<file path="src/ccm_pkg.sv">
// ----------------------------------------------------------------------------
// ccm_pkg
// Types, codes and calendar helpers for the calendar clock cron matcher.
// ----------------------------------------------------------------------------
`default_nettype none

package ccm_pkg;

  // Field widths of the clock and of one rule entry.
  localparam int unsigned YEAR_W    = 14;
  localparam int unsigned MONTH_W   = 4;
  localparam int unsigned DAY_W     = 5;
  localparam int unsigned HOUR_W    = 5;
  localparam int unsigned MINUTE_W  = 6;
  localparam int unsigned WDAY_W    = 3;
  localparam int unsigned RCOUNT_W  = 4;
  localparam int unsigned RIDX_W    = 3;

  localparam logic [YEAR_W-1:0]   YEAR_MIN   = 14'd1970;
  localparam logic [YEAR_W-1:0]   YEAR_MAX   = 14'd9999;
  localparam logic [MONTH_W-1:0]  MONTH_MAX  = 4'd12;
  localparam logic [HOUR_W-1:0]   HOUR_MAX   = 5'd23;
  localparam logic [MINUTE_W-1:0] MINUTE_MAX = 6'd59;
  localparam logic [DAY_W-1:0]    DAY_MAX    = 5'd31;
  localparam logic [WDAY_W-1:0]   WDAY_MAX   = 3'd6;
  localparam logic [WDAY_W-1:0]   WDAY_EPOCH = 3'd4;

  // Rounded 2^17/25; exact floor(q/25) for any q below 2500.
  localparam logic [12:0] RECIP_25 = 13'd5243;
  // Folds the 1970 origin, the leap years up to 1969, the Thursday offset
  // and the one-based day into a single bias.
  localparam logic [14:0] DAY_BIAS = 15'd2444;

  typedef enum logic [1:0] {
    OP_SET_TIME  = 2'd0,
    OP_LOAD_RULE = 2'd1,
    OP_TICK      = 2'd2
  } ccm_op_e;

  typedef enum logic [3:0] {
    ST_IDLE,
    ST_SCAN,
    ST_FINISH,
    ST_ADVANCE,
    ST_LEAP_MUL,
    ST_LEAP_EVAL,
    ST_PREV_MUL,
    ST_DAYS,
    ST_WDAY
  } ccm_state_e;

  typedef struct packed {
    logic [1:0]          opcode;
    logic [RIDX_W-1:0]   rule_index;
    logic [59:0]         minute_mask;
    logic [23:0]         hour_mask;
    logic [30:0]         day_mask;
    logic [11:0]         month_mask;
    logic [6:0]          weekday_mask;
    logic [YEAR_W-1:0]   set_year;
    logic [MONTH_W-1:0]  set_month;
    logic [DAY_W-1:0]    set_day;
    logic [HOUR_W-1:0]   set_hour;
    logic [MINUTE_W-1:0] set_minute;
  } ccm_in_t;

  typedef struct packed {
    logic [RIDX_W-1:0]   matched_rule;
    logic [YEAR_W-1:0]   fire_year;
    logic [MONTH_W-1:0]  fire_month;
    logic [DAY_W-1:0]    fire_day;
    logic [HOUR_W-1:0]   fire_hour;
    logic [MINUTE_W-1:0] fire_minute;
    logic                last_match;
  } ccm_out_t;

  typedef struct packed {
    logic [59:0] minute_mask;
    logic [23:0] hour_mask;
    logic [30:0] day_mask;
    logic [11:0] month_mask;
    logic [6:0]  weekday_mask;
  } ccm_rule_t;

  function automatic logic [DAY_W-1:0] days_in_month(input logic leap,
                                                     input logic [MONTH_W-1:0] m);
    logic [DAY_W-1:0] d;
    case (m)
      4'd2:                      d = leap ? 5'd29 : 5'd28;
      4'd4, 4'd6, 4'd9, 4'd11:   d = 5'd30;
      default:                   d = 5'd31;
    endcase
    return d;
  endfunction

  function automatic logic [8:0] month_start(input logic [MONTH_W-1:0] m);
    logic [8:0] s;
    case (m)
      4'd2:    s = 9'd31;
      4'd3:    s = 9'd59;
      4'd4:    s = 9'd90;
      4'd5:    s = 9'd120;
      4'd6:    s = 9'd151;
      4'd7:    s = 9'd181;
      4'd8:    s = 9'd212;
      4'd9:    s = 9'd243;
      4'd10:   s = 9'd273;
      4'd11:   s = 9'd304;
      4'd12:   s = 9'd334;
      default: s = 9'd0;
    endcase
    return s;
  endfunction

  // Since 8 is 1 modulo 7, the octal digits sum to the same residue.
  function automatic logic [WDAY_W-1:0] mod7(input logic [YEAR_W-1:0] v);
    logic [5:0] s1;
    logic [3:0] s2;
    s1 = 6'(v[2:0]) + 6'(v[5:3]) + 6'(v[8:6]) + 6'(v[11:9]) + 6'(v[13:12]);
    s2 = 4'(s1[5:3]) + 4'(s1[2:0]);
    if (s2 >= 4'd7) begin
      s2 = s2 - 4'd7;
    end
    return s2[2:0];
  endfunction

endpackage

`default_nettype wire

</file>
<file path="src/ccm_ram.sv">
// ----------------------------------------------------------------------------
// ccm_ram
// Simple dual-port RAM: one write port, one read port with registered data.
// ----------------------------------------------------------------------------
`default_nettype none

module ccm_ram #(
  parameter int unsigned WIDTH = 8,
  parameter int unsigned DEPTH = 8,
  parameter int unsigned AW    = (DEPTH > 1) ? $clog2(DEPTH) : 1
) (
  input  wire logic             clk_i,
  input  wire logic             we_i,
  input  wire logic [AW-1:0]    waddr_i,
  input  wire logic [WIDTH-1:0] wdata_i,
  input  wire logic             re_i,
  input  wire logic [AW-1:0]    raddr_i,
  output logic      [WIDTH-1:0] rdata_o
);

  logic [WIDTH-1:0] mem_q [DEPTH];

  always_ff @(posedge clk_i) begin
    if (we_i) begin
      mem_q[waddr_i] <= wdata_i;
    end
    if (re_i) begin
      rdata_o <= mem_q[raddr_i];
    end
  end

endmodule

`default_nettype wire

</file>
<file path="src/calendar_clock_cron_matcher.sv">
// Tick: one RAM read per active rule; a stalled output stops the scan, and a
// year rollover adds the ST_LEAP_MUL and ST_LEAP_EVAL states.
// Set time: the shared reciprocal multiplier serves the leap year and weekday
// terms. Load rule: written in the accepting cycle. One word is in work at a time.
// Reset: clock 1970-01-01 00:00 Thursday, rule_count 0, no result pending;
// the rule RAM is not cleared and needs no clearing pass.
// ----------------------------------------------------------------------------
// calendar_clock_cron_matcher
// Minute calendar clock with a RAM-held table of cron-style rule masks.
// ----------------------------------------------------------------------------
`default_nettype none

module calendar_clock_cron_matcher
  import ccm_pkg::*;
#(
  parameter int unsigned NUM_RULES = 8
) (
  input  wire logic                clk_i,
  input  wire logic                rst_ni,
  input  wire logic                in_valid_i,
  output logic                     in_ready_o,
  input  wire ccm_in_t             in_data_i,
  output logic                     out_valid_o,
  input  wire logic                out_ready_i,
  output ccm_out_t                 out_data_o,
  input  wire logic                cfg_we_i,
  input  wire logic [RCOUNT_W-1:0] cfg_data_i
);

  localparam int unsigned AW     = (NUM_RULES > 1) ? $clog2(NUM_RULES) : 1;
  localparam int unsigned RULE_W = $bits(ccm_rule_t);

  ccm_state_e          state_q, state_d;
  logic                set_mode_q, set_mode_d;
  logic [RCOUNT_W-1:0] rule_count_q;

  logic [YEAR_W-1:0]   year_q, year_d;
  logic [MONTH_W-1:0]  month_q, month_d;
  logic [DAY_W-1:0]    day_q, day_d;
  logic [HOUR_W-1:0]   hour_q, hour_d;
  logic [MINUTE_W-1:0] minute_q, minute_d;
  logic [WDAY_W-1:0]   wday_q, wday_d;
  logic                leap_q, leap_d;

  logic [DAY_W-1:0]    day_raw_q, day_raw_d;
  logic [11:0]         mq_q, mq_d;
  logic [24:0]         prod_q, prod_d;
  logic [YEAR_W-1:0]   t_q, t_d;

  logic [RCOUNT_W-1:0] issue_idx_q, issue_idx_d;
  logic [RCOUNT_W-1:0] eval_idx_q, eval_idx_d;
  logic                eval_valid_q, eval_valid_d;
  logic [RCOUNT_W-1:0] pend_idx_q, pend_idx_d;
  logic                pend_valid_q, pend_valid_d;

  logic                out_valid_q, out_valid_d;
  ccm_out_t            out_data_q, out_data_d;

  logic                ram_we, ram_re;
  logic [AW-1:0]       ram_waddr, ram_raddr;
  logic [RULE_W-1:0]   ram_rdata;
  ccm_rule_t           rd_rule, wr_rule;

  logic [RCOUNT_W-1:0] active;
  logic [DAY_W-1:0]    dm;
  logic [YEAR_W-1:0]   year_m1;
  logic [7:0]          quot;
  logic                hit, stall, issue, out_free, push, push_last;
  logic [14:0]         t_sum;
  logic                at_end;

  assign wr_rule = '{
    minute_mask:  in_data_i.minute_mask,
    hour_mask:    in_data_i.hour_mask,
    day_mask:     in_data_i.day_mask,
    month_mask:   in_data_i.month_mask,
    weekday_mask: in_data_i.weekday_mask
  };

  ccm_ram #(
    .WIDTH (RULE_W),
    .DEPTH (NUM_RULES),
    .AW    (AW)
  ) u_rule_ram (
    .clk_i   (clk_i),
    .we_i    (ram_we),
    .waddr_i (ram_waddr),
    .wdata_i (wr_rule),
    .re_i    (ram_re),
    .raddr_i (ram_raddr),
    .rdata_o (ram_rdata)
  );

  assign rd_rule   = ram_rdata;
  assign ram_waddr = AW'(in_data_i.rule_index);
  assign ram_raddr = AW'(issue_idx_q);

  assign active  = ({3'b0, rule_count_q} > 7'(NUM_RULES)) ? RCOUNT_W'(NUM_RULES)
                                                         : rule_count_q;
  assign dm      = days_in_month(leap_q, month_q);
  assign year_m1 = year_q - 14'd1;
  assign quot    = prod_q[24:17];

  assign hit = eval_valid_q &&
               rd_rule.minute_mask[minute_q] &&
               rd_rule.hour_mask[hour_q] &&
               rd_rule.day_mask[5'(day_q - 5'd1)] &&
               rd_rule.month_mask[4'(month_q - 4'd1)] &&
               rd_rule.weekday_mask[wday_q];

  assign out_free = !out_valid_q || out_ready_i;
  assign stall    = (state_q == ST_SCAN) && hit && pend_valid_q && !out_free;
  assign issue    = (state_q == ST_SCAN) && (issue_idx_q < active) && !stall;
  assign ram_re   = issue;

  assign at_end = (year_q == YEAR_MAX) && (month_q == MONTH_MAX) && (day_q == DAY_MAX) &&
                  (hour_q == HOUR_MAX) && (minute_q == MINUTE_MAX);

  assign t_sum = 15'(year_q) + 15'(mq_q) - 15'(quot) + 15'(quot[7:2]) +
                 15'(month_start(month_q)) +
                 15'((month_q > 4'd2) && leap_q) + 15'(day_q) - DAY_BIAS;

  always_comb begin
    state_d      = state_q;
    set_mode_d   = set_mode_q;
    year_d       = year_q;
    month_d      = month_q;
    day_d        = day_q;
    hour_d       = hour_q;
    minute_d     = minute_q;
    wday_d       = wday_q;
    leap_d       = leap_q;
    day_raw_d    = day_raw_q;
    mq_d         = mq_q;
    prod_d       = prod_q;
    t_d          = t_q;
    issue_idx_d  = issue_idx_q;
    eval_idx_d   = eval_idx_q;
    eval_valid_d = eval_valid_q;
    pend_idx_d   = pend_idx_q;
    pend_valid_d = pend_valid_q;
    push         = 1'b0;
    push_last    = 1'b0;
    ram_we       = 1'b0;
    in_ready_o   = 1'b0;

    case (state_q)
      ST_IDLE: begin
        in_ready_o = 1'b1;
        if (in_valid_i) begin
          case (in_data_i.opcode)
            OP_SET_TIME: begin
              if (in_data_i.set_year < YEAR_MIN) begin
                year_d = YEAR_MIN;
              end else if (in_data_i.set_year > YEAR_MAX) begin
                year_d = YEAR_MAX;
              end else begin
                year_d = in_data_i.set_year;
              end
              if (in_data_i.set_month == 4'd0) begin
                month_d = 4'd1;
              end else if (in_data_i.set_month > MONTH_MAX) begin
                month_d = MONTH_MAX;
              end else begin
                month_d = in_data_i.set_month;
              end
              hour_d     = (in_data_i.set_hour > HOUR_MAX) ? HOUR_MAX : in_data_i.set_hour;
              minute_d   = (in_data_i.set_minute > MINUTE_MAX) ? MINUTE_MAX
                                                               : in_data_i.set_minute;
              day_raw_d  = in_data_i.set_day;
              set_mode_d = 1'b1;
              state_d    = ST_LEAP_MUL;
            end
            OP_LOAD_RULE: begin
              ram_we = ({4'b0, in_data_i.rule_index} < 7'(NUM_RULES));
            end
            OP_TICK: begin
              issue_idx_d  = '0;
              eval_valid_d = 1'b0;
              pend_valid_d = 1'b0;
              state_d      = ST_SCAN;
            end
            default: begin
            end
          endcase
        end
      end

      ST_SCAN: begin
        // The RAM returns entry eval_idx_q while the next entry is requested.
        if (!stall) begin
          eval_valid_d = issue;
          eval_idx_d   = issue_idx_q;
          if (issue) begin
            issue_idx_d = issue_idx_q + 4'd1;
          end
          if (hit) begin
            push         = pend_valid_q;
            pend_valid_d = 1'b1;
            pend_idx_d   = eval_idx_q;
          end
          if (!issue && !eval_valid_q) begin
            state_d = ST_FINISH;
          end
        end
      end

      ST_FINISH: begin
        if (!pend_valid_q || out_free) begin
          push         = pend_valid_q;
          push_last    = 1'b1;
          pend_valid_d = 1'b0;
          state_d      = ST_ADVANCE;
        end
      end

      ST_ADVANCE: begin
        state_d = ST_IDLE;
        if (!at_end) begin
          if (minute_q < MINUTE_MAX) begin
            minute_d = minute_q + 6'd1;
          end else begin
            minute_d = '0;
            if (hour_q < HOUR_MAX) begin
              hour_d = hour_q + 5'd1;
            end else begin
              hour_d = '0;
              wday_d = (wday_q == WDAY_MAX) ? '0 : wday_q + 3'd1;
              if (day_q < dm) begin
                day_d = day_q + 5'd1;
              end else begin
                day_d = 5'd1;
                if (month_q < MONTH_MAX) begin
                  month_d = month_q + 4'd1;
                end else begin
                  month_d    = 4'd1;
                  year_d     = year_q + 14'd1;
                  set_mode_d = 1'b0;
                  state_d    = ST_LEAP_MUL;
                end
              end
            end
          end
        end
      end

      ST_LEAP_MUL: begin
        mq_d    = year_q[13:2];
        prod_d  = {13'b0, year_q[13:2]} * {12'b0, RECIP_25};
        state_d = ST_LEAP_EVAL;
      end

      ST_LEAP_EVAL: begin
        // quot is year/100; a century is a leap year only when year/100 % 4 is 0.
        leap_d  = (year_q[1:0] == 2'd0) &&
                  (({1'b0, year_q} != (15'(quot) * 15'd100)) || (quot[1:0] == 2'd0));
        state_d = set_mode_q ? ST_PREV_MUL : ST_IDLE;
      end

      ST_PREV_MUL: begin
        if (day_raw_q == 5'd0) begin
          day_d = 5'd1;
        end else if (day_raw_q > dm) begin
          day_d = dm;
        end else begin
          day_d = day_raw_q;
        end
        mq_d    = year_m1[13:2];
        prod_d  = {13'b0, year_m1[13:2]} * {12'b0, RECIP_25};
        state_d = ST_DAYS;
      end

      ST_DAYS: begin
        t_d     = t_sum[YEAR_W-1:0];
        state_d = ST_WDAY;
      end

      ST_WDAY: begin
        wday_d     = mod7(t_q);
        set_mode_d = 1'b0;
        state_d    = ST_IDLE;
      end

      default: begin
        state_d = ST_IDLE;
      end
    endcase

    out_valid_d = out_valid_q;
    out_data_d  = out_data_q;
    if (push) begin
      out_valid_d = 1'b1;
      out_data_d  = '{
        matched_rule: pend_idx_q[RIDX_W-1:0],
        fire_year:    year_q,
        fire_month:   month_q,
        fire_day:     day_q,
        fire_hour:    hour_q,
        fire_minute:  minute_q,
        last_match:   push_last
      };
    end else if (out_ready_i) begin
      out_valid_d = 1'b0;
    end
  end

  assign out_valid_o = out_valid_q;
  assign out_data_o  = out_data_q;

  always_ff @(posedge clk_i or negedge rst_ni) begin
    if (!rst_ni) begin
      state_q      <= ST_IDLE;
      set_mode_q   <= 1'b0;
      rule_count_q <= '0;
      year_q       <= YEAR_MIN;
      month_q      <= 4'd1;
      day_q        <= 5'd1;
      hour_q       <= '0;
      minute_q     <= '0;
      wday_q       <= WDAY_EPOCH;
      leap_q       <= 1'b0;
      issue_idx_q  <= '0;
      eval_valid_q <= 1'b0;
      pend_valid_q <= 1'b0;
      out_valid_q  <= 1'b0;
    end else begin
      state_q      <= state_d;
      set_mode_q   <= set_mode_d;
      if (cfg_we_i) begin
        rule_count_q <= cfg_data_i;
      end
      year_q       <= year_d;
      month_q      <= month_d;
      day_q        <= day_d;
      hour_q       <= hour_d;
      minute_q     <= minute_d;
      wday_q       <= wday_d;
      leap_q       <= leap_d;
      issue_idx_q  <= issue_idx_d;
      eval_valid_q <= eval_valid_d;
      pend_valid_q <= pend_valid_d;
      out_valid_q  <= out_valid_d;
    end
  end

  always_ff @(posedge clk_i) begin
    day_raw_q  <= day_raw_d;
    mq_q       <= mq_d;
    prod_q     <= prod_d;
    t_q        <= t_d;
    eval_idx_q <= eval_idx_d;
    pend_idx_q <= pend_idx_d;
    out_data_q <= out_data_d;
  end

endmodule

`default_nettype wire

</file>
<file path="config.mk">
export PLATFORM = sky130hd
export DESIGN_NAME = calendar_clock_cron_matcher
export DESIGN_NICKNAME = d
export VERILOG_FILES = /design/src/ccm_pkg.sv /design/src/ccm_ram.sv /design/src/calendar_clock_cron_matcher.sv
export SDC_FILE = /design/constraint.sdc
export NUM_CORES = 2
export LEC_CHECK = 0
export ABC_AREA = 1
export ABC_CLOCK_PERIOD_IN_PS = 17200
export CORE_ASPECT_RATIO = 0.75
export CORE_MARGIN = 2
export CORE_UTILIZATION = 46
export CTS_BUF_LIST = sky130_fd_sc_hd__clkbuf_8
export CTS_CLUSTER_SIZE = 40
export DETAILED_ROUTE_END_ITERATION = 12
export DONT_BUFFER_PORTS = 1
export PLACE_DENSITY = 0.59
export SYNTH_ARGS = -nofsm -noshare
export SYNTH_HDL_FRONTEND = slang
export SYNTH_SLANG_ARGS = --single-unit
</file>
<file path="constraint.sdc">
create_clock -name clk_i -period 17.2 [get_ports clk_i]
set_clock_uncertainty 0.1 [all_clocks]
set_input_delay 2.58 -clock clk_i [delete_from_list [all_inputs] [get_ports clk_i]]
set_output_delay 2.58 -clock clk_i [all_outputs]
set_load 0.03 [all_outputs]
</file>
==> impl_results.md <==
* Number of hold-slack violations in the final timing report at 0
* Clock buffers created by TritonCTS at 201
* Share of cells above drive strength 1 at 7.027%
* Transition at the pin with the smallest max-transition slack at 1.109 ns
* Number of gates resized after CTS at 0
* Vias per cell at 5.459
* Leading register cell type out of synthesis: sky130_fd_sc_hd__edfxtp_1
* Area inside the core boundary at 133500 um^2
* Startpoint type of the worst setup path: flip-flop
* Hpwl dp at 95890 um
* Buffers on Ports at 0
* Yosys cell types at 67
* Via count of the first global-routing pass at 37490
* Slew Limit Fails at 0
* Crit Path Category: flip-flop to flip-flop
* Highest attainable clock frequency at 0.1410 GHz
* Class of the most critical hold timing path: flip-flop to flip-flop
* CP Capture Type: flip-flop
* Number of hold-repair buffers added at the cts stage at 0
* Depth of the CTS H-tree at 4
* Crit-path most repeated cell: sky130_fd_sc_hd__nand2_1
* Final-report setup violation count at 0
* Final wirelength at 159800 um
* Area growth syn-to-layout at 8.646%
* Post-route ant nets at 0
* Starting utilization of the core area at 46.44%
* Full die area at 137800 um^2
* Status: completed
* Placed cell area at 63660 um^2
* Number of violations reported at the end of detailed-routing iteration 0 at 3381
* Syn avg cell area at 11.84 um^2
* EDFF count, synth at 1289
* Minimum clock period at 7.091 ns
* Buffer levels on the longest clock path at 3
* Via count at 39230
* Ys async rst share at 4.021%
* Global-route wire length before repair at 239100 um
* CTS tree: yes
* Final cell area excluding filler cells at 67370 um^2
* Wirelength per Cell at 22.23 um
* CTS clock-pin slew for the worst setup and hold paths at 0.06 ns
* Die X-Extent at 428.0 um
* Slowest cell on crit path: sky130_fd_sc_hd__dfrtp_1
* Clock root cell: sky130_fd_sc_hd__clkbuf_8
* Max capacitance violation total at 0
* Final setup TNS at 0 ns
* Number of I/O pins at 222
* Initial antenna violation count at 13
* Total track usage at 23.03%
* Number of buffers added for setup after CTS at 0
* Synthesis-stage register bit count at 1343
* YS warnings at 0
* Post-route fraction of the period consumed by the critical path at 41.23%
* Sum of overflow across all layers after global routing at 0
* Worst-path maximum fanout at 11
* Maximum number of pins on one net before global-route repair at 215
* Number of detailed-route iterations in the first pass at 5
* Total nets after synthesis at 5815
* Routability cong. at 0.9199
* Required time reported for the critical path endpoint at 17.73 ns
* DRC violations left at 0
* Gate count of the mapped netlist at 5236
* Share of the yosys chip area belonging to registers at 64.62%
* Headroom to the max-slew limit at 25.98%
* Chip height at 322.0 um
* CTS Sinks at 1343
* Skew-Pair Late Insertion Delay at 0.93 ns
* Placement Rows at 116
* Summed instance area of the synthesized netlist at 62010 um^2
* Unrepaired setup endpoints after global routing: false
* Nets at 5817
* Internal reg-to-reg setup slack at 10.11 ns
* Arrival time at the worst endpoint at 7.62 ns
* Critical Path Max Stage Delay at 0.64 ns
stage by stage:
stage | setup WS, ns | util [%] | hold slack [ns] | std cells
after global routing | 9.606 | 50.45 | 0.3239 | 7182
after floorplan | 4.291 | - | 0.3003 | 5236
after detailed placement | 10.23 | 47.68 | 0.3045 | 6805
final | 10.11 | 50.45 | 0.3154 | 7186
after global placement | 10.30 | 47.68 | 0.3029 | 6805
after CTS | 10.17 | 50.44 | 0.3154 | 7178
cell usage after synthesis (all sizes together) (2+ instances only):
master   number  area (um^2)
inv         416         1567
a2bb2oi       2        17.52
o31ai        10        85.08
clkinv        4        16.26
nor2       1086         4159
fa          129         2582
nor4          5        31.28
o22ai       139        869.6
o21bai        3        22.52
dfrtp        44         1101
mux2          3        33.78
clkbuf      187        701.9
a21oi        90        461.7
a31o          2        17.52
buf          57        336.6
o211ai        9        67.56
xnor2        18        157.7
mux2i         2        20.02
nand3       131        665.6
o2111ai       3        26.28
dfstp        10        262.8
or2           4        25.02
a211oi        3        22.52
xor2         49        429.2
a21o          5        37.54
nand4        24        177.7
a31oi       140        875.8
ha          268         3353
nand2       405         1568
a22oi         5        37.54
a21boi        3        22.52
nand3b        3        22.52
o21ai       658         3316
nor3         20        127.6
edfxtp     1289        38710
metal layers:
metal	vias to the layer above	track usage [%]	routed length, um
met5	-	0	25
met4	4	6.848	3448
met3	224	5.568	12060
met2	1214	34.84	71480
met1	19310	33.04	72740
li1	18470	-	-
placed cells by master (no fill, tap or decap), types with 4 or more instances in the layout:
master	n
sky130_fd_sc_hd__inv_2	16
sky130_fd_sc_hd__nand2_4	4
sky130_fd_sc_hd__buf_4	39
sky130_fd_sc_hd__or2_2	4
sky130_fd_sc_hd__inv_1	472
sky130_fd_sc_hd__nor2_4	13
sky130_fd_sc_hd__a22oi_1	5
sky130_fd_sc_hd__o21ai_2	6
sky130_fd_sc_hd__xor2_1	49
sky130_fd_sc_hd__nor2_1	1066
sky130_fd_sc_hd__o22ai_1	139
sky130_fd_sc_hd__nor2_2	5
sky130_fd_sc_hd__edfxtp_1	1289
sky130_fd_sc_hd__clkinv_1	57
sky130_fd_sc_hd__buf_12	4
sky130_fd_sc_hd__inv_8	7
sky130_fd_sc_hd__clkinvlp_4	4
sky130_fd_sc_hd__dfstp_2	10
sky130_fd_sc_hd__nor4_1	5
sky130_fd_sc_hd__o211ai_1	9
sky130_fd_sc_hd__ha_1	268
sky130_fd_sc_hd__xnor2_1	18
sky130_fd_sc_hd__nand3_1	129
sky130_fd_sc_hd__clkinv_2	17
sky130_fd_sc_hd__nand4_1	21
sky130_fd_sc_hd__o31ai_1	8
sky130_fd_sc_hd__clkbuf_8	206
sky130_fd_sc_hd__nand2_1	394
sky130_fd_sc_hd__o21ai_1	6
sky130_fd_sc_hd__fa_1	129
sky130_fd_sc_hd__dfrtp_1	42
sky130_fd_sc_hd__a31oi_1	140
sky130_fd_sc_hd__a21oi_1	87
sky130_fd_sc_hd__diode_2	8
sky130_fd_sc_hd__o21ai_0	646
sky130_fd_sc_hd__nor3_1	15
sky130_fd_sc_hd__nand2_2	7
sky130_fd_sc_hd__a21o_1	5
critical path, delay by kind of cell, from the launching register on:
family | cells | cell delay (ns)
xor gates and xnor gates | 2 | 0.49
DFF | 1 | 0.64
and+or+nand+nor | 12 | 1.59
AOI/OAI and AO/OA | 3 | 0.29
adders and majority gates | 8 | 2.92
buffers and inverters | 8 | 0.77
state kept, by name, indices dropped and copies added, names as in the netlist, 5 cells and up:
register	count
prod_q	8
u_rule_ram.rdata_o	134
out_data_o	38
u_rule_ram.mem_q	1072
t_q	14
mq_q	12
day_raw_q	5
year_q	14
day_q	5
minute_q	6
hour_q	5
logic make-up (layout without fill, tap and decap cells):
group	count (synthesis)	count (layout)	synth area share, %
muxes	5	5	0.08676
DFF	1343	1343	64.62
xor gates and xnor gates	67	67	0.9463
adders and majority gates	397	397	9.572
other	0	8	0
AOI/OAI and AO/OA	1080	1080	9.595
buffers and inverters	664	836	4.227
and+or+nand+nor	1680	1680	10.95
area by class of cell:
class	instances	area (um^2)
clock buffers	206	2835
inverters	420	1610
diodes	8	20.02
fillers	11800	66160
clock inverters	167	852.1
flip-flops and latches	1343	40080
well taps	1770	2215
multi-input cells	3229	19390
repair buffers	43	372.9
worst paths after layout:
kind | from | cells past startpoint | end
min in group asynchronous | rst_ni | 0 | out_valid_o
max in group asynchronous | rst_ni | 0 | day_q[0]
setup / recovery | year_q[3] | 33 | prod_q[22]
hold reg to reg | pend_idx_q[2] | 0 | out_data_o[37]
hold / removal | pend_idx_q[2] | 0 | out_data_o[37]
setup reg to reg | year_q[3] | 33 | prod_q[22]
Power is left out: the tool's default activity adds up to more than one toggle a clock period on the data nets, which glitch-free logic cannot reach.
